[src/srsw_pkg.sv]
// types and constants shared by the selective-repeat send window
package srsw_pkg;

	localparam int unsigned MaxChunk = 1012;

	typedef enum logic [2:0] {
		MODE_QUERY = 3'd0,
		MODE_ACK = 3'd1,
		MODE_FIN_ACK = 3'd2,
		MODE_OTHER = 3'd3,
		MODE_TICK = 3'd4
	} mode_t;

	typedef enum logic [2:0] {
		KIND_DATA = 3'd0,
		KIND_RESEND = 3'd1,
		KIND_MARK = 3'd2,
		KIND_FIN = 3'd3,
		KIND_BAD = 3'd4
	} kind_t;

	localparam logic [1:0] CFG_WINDOW_MAX = 2'd0;
	localparam logic [1:0] CFG_CHUNK_BYTES = 2'd1;
	localparam logic [1:0] CFG_FIN_RETRY_LIMIT = 2'd2;

	typedef struct packed {
		logic [2:0] mode;
		logic file_ok;
		logic [31:0] file_bytes;
		logic [31:0] ack_value;
	} cmd_t;

	typedef struct packed {
		logic [2:0] kind;
		logic [31:0] seq_offset;
		logic [31:0] length;
		logic last;
	} result_t;

endpackage

[src/selective_repeat_send_window.sv]
// top level: selective-repeat sender window kept in one entry memory
//
// channel   handshake                 payload
// command   start / busy              cmd   (srsw_pkg::cmd_t)
// result    result_valid strobe       result (srsw_pkg::result_t)
// config    cfg_valid / cfg_ready     cfg_index, cfg_data
//
// a command is latched in idle and decoded in dispatch; the ack search and the resend scan
// read each entry and then check it (registered read), and each refilled segment is written in fill
// each head pop moves every remaining entry down one slot with a read and a write per entry
// results go out one per cycle at most, with a strobe; the receiver cannot stall
// busy stays high until the last result of a command is out; reset clears
// all control state, the entry memory needs no clearing
module selective_repeat_send_window #(
	parameter int unsigned WINDOW_DEPTH = 32
) (
	input logic clk,
	input logic arst_n,
	input logic start,
	output logic busy,
	input srsw_pkg::cmd_t cmd,
	output logic result_valid,
	output srsw_pkg::result_t result,
	input logic cfg_valid,
	output logic cfg_ready,
	input logic [1:0] cfg_index,
	input logic [31:0] cfg_data
);
	import srsw_pkg::*;

	localparam int unsigned AW = (WINDOW_DEPTH > 1) ? $clog2(WINDOW_DEPTH) : 1;
	localparam int unsigned CW = $clog2(WINDOW_DEPTH + 1);

	typedef enum logic [3:0] {
		ST_IDLE,
		ST_DISPATCH,
		ST_ACK_RD,
		ST_ACK_CMP,
		ST_POP_CHK_RD,
		ST_POP_CHK,
		ST_SHIFT_RD,
		ST_SHIFT_WR,
		ST_FILL,
		ST_FIN_CHK,
		ST_RES_RD,
		ST_RES_CHK
	} state_t;

	typedef struct packed {
		logic [31:0] off;
		logic [9:0] len;
		logic acked;
	} entry_t;

	// entry memory: one write, one read port, registered read
	entry_t mem [WINDOW_DEPTH];
	entry_t rd_q;
	logic [AW-1:0] rd_addr;
	logic rd_en;
	logic wr_en;
	logic [AW-1:0] wr_addr;
	entry_t wr_data;

	always_ff @(posedge clk) begin
		if (wr_en) begin
			mem[wr_addr] <= wr_data;
		end
		if (rd_en) begin
			rd_q <= mem[rd_addr];
		end
	end

	state_t state_q;
	logic [5:0] window_max_q;
	logic [9:0] chunk_bytes_q;
	logic [7:0] fin_retry_limit_q;
	cmd_t cmd_q;
	logic started_q, bad_file_q, finished_q, eof_seen_q;
	logic [31:0] next_offset_q, file_length_q;
	logic [CW-1:0] outstanding_q;
	logic [7:0] fin_retries_q;
	logic [CW-1:0] idx_q;
	logic [CW-1:0] pops_q;
	logic pend_valid_q;
	result_t pend_q;
	logic result_valid_q;
	result_t result_q;

	// effective window and chunk
	logic [CW-1:0] eff_win;
	logic [9:0] eff_chunk;
	logic [31:0] remain;
	logic [9:0] seg_len;
	cmd_t cmd_norm;
	logic out_fire;
	result_t out_data;

	always_comb begin
		if (window_max_q == 6'd0) begin
			eff_win = CW'(1);
		end else if (32'(window_max_q) > WINDOW_DEPTH) begin
			eff_win = CW'(WINDOW_DEPTH);
		end else begin
			eff_win = CW'(window_max_q);
		end
		if (chunk_bytes_q == 10'd0) begin
			eff_chunk = 10'd1;
		end else if (32'(chunk_bytes_q) > MaxChunk) begin
			eff_chunk = 10'(MaxChunk);
		end else begin
			eff_chunk = chunk_bytes_q;
		end
		remain = file_length_q - next_offset_q;
		seg_len = (remain < 32'(eff_chunk)) ? remain[9:0] : eff_chunk;
	end

	// unknown modes act as other packet
	always_comb begin
		cmd_norm = cmd;
		if (cmd.mode > MODE_TICK) begin
			cmd_norm.mode = MODE_OTHER;
		end
	end

	// held result goes out when a newer one replaces it, or with last when idle
	always_comb begin
		out_data = pend_q;
		case (state_q)
			ST_IDLE: begin
				out_fire = pend_valid_q;
				out_data.last = 1'b1;
			end
			ST_FILL: begin
				out_fire = pend_valid_q && outstanding_q < eff_win;
			end
			ST_FIN_CHK: begin
				out_fire = pend_valid_q && eof_seen_q && outstanding_q == '0;
			end
			ST_RES_CHK: begin
				out_fire = pend_valid_q && !rd_q.acked;
			end
			default: begin
				out_fire = 1'b0;
			end
		endcase
	end

	assign busy = (state_q != ST_IDLE) || pend_valid_q;
	assign cfg_ready = 1'b1;
	assign result_valid = result_valid_q;
	assign result = result_q;

	always_comb begin
		rd_en = 1'b0;
		rd_addr = idx_q[AW-1:0];
		wr_en = 1'b0;
		wr_addr = idx_q[AW-1:0];
		wr_data = '0;
		case (state_q)
			ST_ACK_RD, ST_RES_RD, ST_SHIFT_RD: begin
				rd_en = 1'b1;
			end
			ST_POP_CHK_RD: begin
				rd_en = 1'b1;
				rd_addr = '0;
			end
			ST_ACK_CMP: begin
				if (rd_q.off + 32'(rd_q.len) == cmd_q.ack_value) begin
					wr_en = 1'b1;
					wr_data = rd_q;
					wr_data.acked = 1'b1;
				end
			end
			ST_SHIFT_WR: begin
				wr_en = 1'b1;
				wr_addr = AW'(idx_q - CW'(1));
				wr_data = rd_q;
			end
			ST_FILL: begin
				if (outstanding_q < eff_win && next_offset_q < file_length_q) begin
					wr_en = 1'b1;
					wr_addr = outstanding_q[AW-1:0];
					wr_data.off = next_offset_q;
					wr_data.len = seg_len;
					wr_data.acked = 1'b0;
				end
			end
			default: begin
			end
		endcase
	end

	// one result is held back so that the final one can carry last
	always_ff @(posedge clk or negedge arst_n) begin
		if (!arst_n) begin
			state_q <= ST_IDLE;
			window_max_q <= 6'd32;
			chunk_bytes_q <= 10'd1012;
			fin_retry_limit_q <= 8'd10;
			started_q <= 1'b0;
			bad_file_q <= 1'b0;
			finished_q <= 1'b0;
			eof_seen_q <= 1'b0;
			next_offset_q <= '0;
			file_length_q <= '0;
			outstanding_q <= '0;
			fin_retries_q <= '0;
			idx_q <= '0;
			pops_q <= '0;
			pend_valid_q <= 1'b0;
			pend_q <= '0;
			result_valid_q <= 1'b0;
			result_q <= '0;
			cmd_q <= '0;
		end else begin
			result_valid_q <= out_fire;
			if (out_fire) begin
				result_q <= out_data;
			end
			if (cfg_valid) begin
				case (cfg_index)
					CFG_WINDOW_MAX: window_max_q <= cfg_data[5:0];
					CFG_CHUNK_BYTES: chunk_bytes_q <= cfg_data[9:0];
					CFG_FIN_RETRY_LIMIT: fin_retry_limit_q <= cfg_data[7:0];
					default: begin
					end
				endcase
			end
			case (state_q)
				ST_IDLE: begin
					if (pend_valid_q) begin
						pend_valid_q <= 1'b0;
					end else if (start) begin
						cmd_q <= cmd_norm;
						state_q <= ST_DISPATCH;
					end
				end
				ST_DISPATCH: begin
					if (finished_q) begin
						state_q <= ST_IDLE;
					end else if (cmd_q.mode == MODE_TICK) begin
						if (bad_file_q) begin
							finished_q <= 1'b1;
							state_q <= ST_IDLE;
						end else if (started_q && outstanding_q != '0) begin
							idx_q <= '0;
							state_q <= ST_RES_RD;
						end else begin
							state_q <= ST_IDLE;
							if (started_q && eof_seen_q) begin
								pend_valid_q <= 1'b1;
								pend_q <= '{KIND_FIN, 32'd0, file_length_q, 1'b0};
								if (fin_retries_q >= fin_retry_limit_q) begin
									finished_q <= 1'b1;
								end else begin
									fin_retries_q <= fin_retries_q + 8'd1;
								end
							end
						end
					end else if (bad_file_q) begin
						pend_valid_q <= 1'b1;
						pend_q <= '{KIND_BAD, 32'd0, 32'd0, 1'b0};
						state_q <= ST_IDLE;
					end else if (cmd_q.mode == MODE_QUERY && !started_q) begin
						started_q <= 1'b1;
						if (!cmd_q.file_ok) begin
							bad_file_q <= 1'b1;
							pend_valid_q <= 1'b1;
							pend_q <= '{KIND_BAD, 32'd0, 32'd0, 1'b0};
							state_q <= ST_IDLE;
						end else begin
							file_length_q <= cmd_q.file_bytes;
							next_offset_q <= '0;
							outstanding_q <= '0;
							fin_retries_q <= '0;
							eof_seen_q <= (cmd_q.file_bytes == 32'd0);
							state_q <= ST_FILL;
						end
					end else if (cmd_q.mode == MODE_ACK && started_q) begin
						idx_q <= '0;
						state_q <= (outstanding_q != '0) ? ST_ACK_RD : ST_FIN_CHK;
					end else begin
						state_q <= ST_IDLE;
						if (cmd_q.mode == MODE_FIN_ACK && started_q) begin
							finished_q <= 1'b1;
						end
					end
				end
				ST_ACK_RD: begin
					state_q <= ST_ACK_CMP;
				end
				ST_ACK_CMP: begin
					if (rd_q.off + 32'(rd_q.len) == cmd_q.ack_value) begin
						pops_q <= '0;
						state_q <= ST_POP_CHK_RD;
					end else if (idx_q + CW'(1) < outstanding_q) begin
						idx_q <= idx_q + CW'(1);
						state_q <= ST_ACK_RD;
					end else begin
						state_q <= ST_FIN_CHK;
					end
				end
				ST_POP_CHK_RD: begin
					state_q <= ST_POP_CHK;
				end
				ST_POP_CHK: begin
					// head acked: shift the remaining entries down by one
					if (outstanding_q != '0 && rd_q.acked) begin
						pops_q <= pops_q + CW'(1);
						idx_q <= CW'(1);
						if (outstanding_q > CW'(1)) begin
							state_q <= ST_SHIFT_RD;
						end else begin
							outstanding_q <= outstanding_q - CW'(1);
							state_q <= ST_POP_CHK_RD;
						end
					end else if (pops_q != '0 && outstanding_q < eff_win && !eof_seen_q) begin
						state_q <= ST_FILL;
					end else begin
						state_q <= ST_FIN_CHK;
					end
				end
				ST_SHIFT_RD: begin
					state_q <= ST_SHIFT_WR;
				end
				ST_SHIFT_WR: begin
					if (idx_q + CW'(1) < outstanding_q) begin
						idx_q <= idx_q + CW'(1);
						state_q <= ST_SHIFT_RD;
					end else begin
						outstanding_q <= outstanding_q - CW'(1);
						state_q <= ST_POP_CHK_RD;
					end
				end
				ST_FILL: begin
					if (outstanding_q < eff_win) begin
						pend_valid_q <= 1'b1;
						if (next_offset_q < file_length_q) begin
							pend_q <= '{KIND_DATA, next_offset_q, 32'(seg_len), 1'b0};
							outstanding_q <= outstanding_q + CW'(1);
							next_offset_q <= next_offset_q + 32'(seg_len);
							if (next_offset_q + 32'(seg_len) == file_length_q) begin
								eof_seen_q <= 1'b1;
							end
						end else begin
							pend_q <= '{KIND_MARK, 32'd0, file_length_q, 1'b0};
							eof_seen_q <= 1'b1;
							state_q <= (cmd_q.mode == MODE_ACK) ? ST_FIN_CHK : ST_IDLE;
						end
					end else begin
						state_q <= (cmd_q.mode == MODE_ACK) ? ST_FIN_CHK : ST_IDLE;
					end
				end
				ST_FIN_CHK: begin
					if (eof_seen_q && outstanding_q == '0) begin
						pend_valid_q <= 1'b1;
						pend_q <= '{KIND_FIN, 32'd0, file_length_q, 1'b0};
					end
					state_q <= ST_IDLE;
				end
				ST_RES_RD: begin
					state_q <= ST_RES_CHK;
				end
				ST_RES_CHK: begin
					if (!rd_q.acked) begin
						pend_valid_q <= 1'b1;
						pend_q <= '{KIND_RESEND, rd_q.off, 32'(rd_q.len), 1'b0};
					end
					if (idx_q + CW'(1) < outstanding_q) begin
						idx_q <= idx_q + CW'(1);
						state_q <= ST_RES_RD;
					end else begin
						state_q <= ST_IDLE;
					end
				end
				default: begin
					state_q <= ST_IDLE;
				end
			endcase
		end
	end

`ifndef SYNTHESIS
	a_window_bound: assert property (@(posedge clk) disable iff (!arst_n)
		outstanding_q <= CW'(WINDOW_DEPTH))
		else $error("window overflow");
	a_no_start_busy: assert property (@(posedge clk) disable iff (!arst_n)
		(start && busy) |=> $stable(cmd_q) || state_q != ST_DISPATCH)
		else $error("command taken while busy");
	a_finished_sticky: assert property (@(posedge clk) disable iff (!arst_n)
		finished_q |=> finished_q)
		else $error("finished cleared");
`endif

endmodule
[config.mk]
export PLATFORM = sky130hd
export DESIGN_NAME = selective_repeat_send_window
export DESIGN_NICKNAME = d
export VERILOG_FILES = /design/src/srsw_pkg.sv /design/src/selective_repeat_send_window.sv
export SDC_FILE = /design/constraint.sdc
export NUM_CORES = 2
export LEC_CHECK = 0
export ABC_CLOCK_PERIOD_IN_PS = 6900
export BUFFER_PORTS_ARGS = -buffer_cell sky130_fd_sc_hd__buf_2
export CORE_MARGIN = 5
export CORE_UTILIZATION = 35
export DETAILED_ROUTE_END_ITERATION = 8
export MAX_ROUTING_LAYER = met4
export PLACE_DENSITY_LB_ADDON = 0.15
export SLEW_MARGIN = 10
export SYNTH_ARGS = -nofsm -noshare
export SYNTH_HDL_FRONTEND = slang
export SYNTH_SLANG_ARGS = --single-unit
[constraint.sdc]
create_clock -name clk -period 6.9 [get_ports clk]
set_clock_uncertainty 0.15 [all_clocks]
set_input_delay 0.345 -clock clk [delete_from_list [all_inputs] [get_ports clk]]
set_output_delay 0.345 -clock clk [all_outputs]
set_load 0.01 [all_outputs]
# Word level (Yosys, flattened, before mapping)
# Memories as Yosys holds them, arrays and structs flattened. A register that Yosys moved wholly into a read port is not among the register bits.
# Cells that the tools add are included.
# classes
n_bitwise,4
eq_ne,47
add_sub_neg,9
muxes,130
reduce_logical,54
n_lt_le_gt_ge,9
# op_table
cell,n
$mux 68,11
$pmux 68 s4,1
$mux 32,7
$mux 6,24
$pmux 43 s3,1
$mux 43,2
$mux 4,18
$mux 67,1
$add 32x10->32,2
$eq 32x32->1,2
$mux 8,8
$pmux 32 s2,1
$pmux 6 s4,2
$pmux 4 s11,1
$mux 1,39
$ne 2x2->1 const B,18
$logic_not 32->1,1
$lt 32x10->1,1
$lt 32x32->1,1
$reduce_and 8->1,4
$sub 32x32->32,1
$mux 10,3
$ne 3x3->1 const B,8
$reduce_and 10->1,2
other kinds (50),94
# word_totals
mem_bits_rw,1376
input_bits,106
ff_bits,328
n_memories,1
# memory_table
memory,depth,word_bits,read_ports,rd_clocked_by_memory_dff,wr,line,source
mem,32,43,1,1,1,selective_repeat_send_window.sv:56,entry_t mem [WINDOW_DEPTH];

# Longest topological paths before layout
# logic_depth
depth_word,11
ltp_mapped,33

# Worst setup path after synthesis
# Ideal clock, no wire load.
# synth_timing
kind,flip-flop to flip-flop
from,reg file_length_q[0]
to,reg eof_seen_q
required_ns,6.625
setup_time_ns,0.125
n_path_buf,1
setup_slack_ns,-0.671
arrival_time_ns,7.296
path_stages_with_launch,32
cell_sequence,dfrtp_1 -> inv_1 -> ha_1 -> inv_1 -> fa_1 -> a21o_1 -> a221o_1 -> nand3_1 -> nand2_1 -> xor2_1 -> ha_1 -> nand4_1 -> nor3_1 -> or4_1 -> nor4_1 -> o2111ai_1 -> a2111oi_2 -> nand4b_1 -> nor4_4 -> buf_6 -> mux2i_1 -> ha_1 -> a21o_1 -> a21oi_1 -> o21ai_0 -> a31oi_1 -> nor2_1 -> mux2i_1 -> a2111oi_0 -> nand3_1 -> o41ai_1 -> mux2_2
# synth_between
elab_chain_cells,7
word_cells_on_any_way,11
classes_between,add/sub: 2; order compare: 2; eq/ne: 2; mux: 4; reduce/logical: 1
# synth_rtl
element,line,source
start: declaration,selective_repeat_send_window.sv:79,"logic [31:0] next_offset_q, file_length_q;"
start signal: assignment,selective_repeat_send_window.sv:272,file_length_q <= cmd_q.file_bytes;
$sub 32x32->32,selective_repeat_send_window.sv:113,remain = file_length_q - next_offset_q;
$lt 32x10->1,selective_repeat_send_window.sv:114,seg_len = (remain < 32'(eff_chunk)) ? remain[9:0] : eff_chunk;
$mux 10,selective_repeat_send_window.sv:114,
$add 32x10->32,selective_repeat_send_window.sv:342,if (next_offset_q + 32'(seg_len) == file_length_q) begin
$eq 32x32->1,selective_repeat_send_window.sv:342,
$ne 3x3->1 (no source line),--,
$reduce_and 8->1 (no source line),--,
end signal: assignment,selective_repeat_send_window.sv:276,eof_seen_q <= (cmd_q.file_bytes == 32'd0);
end: declaration,selective_repeat_send_window.sv:78,"logic started_q, bad_file_q, finished_q, eof_seen_q;"
# Parallel ways exist; a longest one is shown, timed or not. The select of a mux whose other input is x is not followed.
# A chain may end at the register's enable or synchronous reset.

# Worst setup path after layout
# Ends and elaborated chain as after synthesis.

==> flow_summary_export.csv <==
group,metric,value,unit
place,gp_congestion,0.9374,
cts,numCtsBuffers,185,
min_path,hp-class,"input port to flop",
cts,clk_latency,860,ps
final_layout,final_common_cell,"edfxtp_1",
timing,fin_setup_tns,-435.0,ps
logic_synthesis,syn_avg_cell_area,12.88,µm²
detailed_routing,wl_per_cell,27.01,µm
place,port-buffer-count,153,
status,violations,"negative setup slack",
timing,hold_viol,0,
worst_setup_path,r2r_setup_slack,-440,ps
timing,slew_violations,0,
floorplanning,row_count,171,
timing,finalSetupViolCount,1,
place,place_ws,-1005,ps
timing,max_slew_margin,19.31,%
detailed_routing,routed_via_density,5.523,
timing,fin_crit,7335,ps
detailed_routing,vias,51680,
worst_setup_path,worstPathRequired,7500,ps
logic_synthesis,async_reset_ff_share,18.73,%
detailed_routing,routed_wl,252800,µm
floorplanning,initial_utilization,35.06,%
logic_synthesis,synth_area,75910,µm²
worst_setup_path,rr_startpoint,"file_length_q[0]",
timing,period_share,106.3,%
logic_synthesis,synth-edff-count,1419,
logic_synthesis,synth_cell_types,81,
final_layout,final_nets,6549,
grt,track_usage,22.54,%
cts,cts_sinks,1746,
worst_setup_path,timing.rr.end,"eof_seen_q",
timing,fmax,136.3,MHz
logic_synthesis,syn-num-nets,6093,
logic_synthesis,synth_warnings,0,
cts,cts-root-buf,"clkbuf_16",
worst_setup_path,critPathKind,"flop to flop",
min_path,holdPathEnd,"cmd_q[32]",
logic_synthesis,ys_top_cells_by_area,"edfxtp_1 (56%), dfrtp_1 (10%), nand2_1 (5.8%)",
detailed_routing,wl_met2,116500,µm
worst_setup_path,cpPeakStageDelay,530,ps
detailed_routing,drtPass1Iterations,6,
place,dpl.cell_count,8910,
cts,tritoncts,"yes",
worst_setup_path,crit_buf_inv,4,
timing,rsz0062_at_grt,"true",
worst_setup_path,end_kind,"flop",
cts,clock_path_buffers,3,
logic_synthesis,yosysTopAreaCell,"edfxtp_1",
final_layout,fin_cells,9357,
timing,hold_ws,120.0,ps
logic_synthesis,ys.flop_type,"edfxtp_1",
floorplanning,fp.dieH,475.7,µm
min_path,min_from,"cmd[32]",
cts,clk_pin_slew_worst_paths,70,ps
detailed_routing,ant_nets,0,
power,p_per_area,258.4,nW/µm²
grt,grt.overflow.total,0,
logic_synthesis,ys_seq_elements,1746,
worst_setup_path,critPathArrivalTime,7940,ps
grt,grt_pass1_vias,50080,
grt,grt_pass1_wl,363700,µm
worst_setup_path,start_kind,"flop",
floorplanning,io_pins,177,
final_layout,drive_above_1_share,17.35,%
logic_synthesis,yosysSeqAreaShare,66.93,%
detailed_routing,dr_wl_met3,13280,µm
detailed_routing,wl_met1,117200,µm
detailed_routing,drcViolationCount,0,
worst_setup_path,critPathSlowestCell,"or4_4",
detailed_routing,drtIter0Drc,4655,
final_layout,syn2layout_area_growth,18.80,%
floorplanning,die_area,226300,µm²
timing,worst_pin_slew,1210,ps
run,maxCapViolCount,0,
floorplanning,core_area,216500,µm²
min_path,worstHoldPathCells,3,
final_layout,mostFrequentLayoutCells,"edfxtp_1 (1419), nand2_1 (1171), buf_4 (350)",
place,dp_hpwl,146200,µm
worst_setup_path,cp_max_fo,7,
worst_setup_path,rr_worst_depth,32,
logic_synthesis,syn_inst,5896,
logic_synthesis,yosysTopAreaCellShare,56.13,%
status,outcome,"finished, violations left",
detailed_routing,dr.max_layer_used,"met4",
grt,antenna_found_initial,8,
grt,grt_max_degree,158,
floorplanning,die_w,475.7,µm
cts,htree_levels,4,
final_layout,nFillCells,20110,
worst_setup_path,cp_top_family,"compound AO/OA/AOI/OAI gates",
power,leakage,31.44,nW
power,peakVddDrop,0.2940,mV
timing,fin_ws,-435.0,ps
[cell usage after synthesis (10+ instances only)]
master     instances
dfstp_2           10
a21oi_1          148
mux2i_1          279
clkbuf_1         339
nor2_1           118
and3_1           105
a211oi_1         144
and2_1            11
nor3_1            71
a311oi_1          91
buf_2             10
inv_1             91
edfxtp_1        1419
a22o_1            80
xor2_1            47
buf_1             39
a32oi_1           87
mux2_2           165
o21a_1            18
o211ai_1          14
o31ai_1           19
o21ai_0          133
xnor2_1           72
a221oi_1         100
nor4_1            26
ha_1              88
nand2b_1          32
nand3_1          244
or3_1             16
a31oi_1          105
a2111oi_0         11
nand4_1           42
nand2_1         1180
a21o_1            71
dfrtp_1          317
[worst min-delay path: stages]
cell and delay, ps:
dlygate4sd3_1 520, buf_2 90, mux2_2 130
[layout make-up]
type	count	area (µm²)	share of cell area (%)
timing repair buffer	660	5607	6.217
sequential	1746	50810	56.33
tap	2854	3571	3.959
antenna	1	2.502	0.002775
inverter	91	346.6	0.3843
multi-input combinational	3668	24000	26.62
clock buffer	252	5024	5.570
clock inverter	85	827.0	0.9170
[stage by stage]
step,area [µm²],util (%),total power [mW]
floorplan,76010,-,13.04
global placement,82930,38.30,13.75
detailed placement,82930,38.30,13.77
CTS,89930,41.53,23.53
global route,90190,41.65,24.11
finish,90190,41.65,23.30
[state kept, by name, summed over array words and instances, names as in the netlist, 4 cells and up]
register / flops
outstanding_q: 6
out_data: 67
idx_q: 6
fin_retry_limit_q: 8
mem: 1376
next_offset_q: 32
pops_q: 6
window_max_q: 6
result: 68
cmd_q: 68
rd_q: 43
fin_retries_q: 8
chunk_bytes_q: 10
file_length_q: 32
state_q: 4
[per-layer routing]
layer / track usage [%] / up-vias
met5: - / -
met4: 5.366 / 0
met3: 2.567 / 311
met2: 34.98 / 1545
met1: 31.91 / 26590
li1: - / 23230
[cell families (layout without fill, tap and decap cells)]
family                     count (synthesis)  after routing  share of synthesized area [%]
DFF                                     1746           1746                          66.93
AOI/OAI and AO/OA                       1114           1114                          10.65
and+or+nand+nor                         1899           1899                          10.97
muxes                                    444            444                          6.126
xor gates and xnor gates                 119            119                          1.373
adders and majority gates                 91             91                          1.530
other                                      1              2                       0.004940
buffers and inverters                    482           1088                          2.424
[power breakdown]
part           internal, mW  switching (mW)
sequential             11.6           0.388
combinational         0.712           0.938
clock                  5.43            4.26
total                  17.7            5.58
[how the worst max path moves through the flow]
stage                                 from  cells after the start    endpoint
after floorplan           file_length_q[0]                     33  eof_seen_q
after global placement    file_length_q[0]                     33  eof_seen_q
after detailed placement  file_length_q[0]                     33  eof_seen_q
after CTS                 file_length_q[0]                     34  eof_seen_q
after global routing      file_length_q[0]                     33  eof_seen_q
final                     file_length_q[0]                     32  eof_seen_q
[what timing repair did]
| item | in CTS | in global routing |
|---|---|---|
| cloned | 0 | 0 |
| pin swaps | 19 | 7 |
| endpoints found under the setup margin | 14 | 10 |
| setup buffers | 7 | 12 |
| hold endpoints to repair | 191 | 0 |
| hold buffers | 89 | 0 |
| resized for setup | 30 | 38 |
Note: power is estimated with default switching activity, not from simulation.
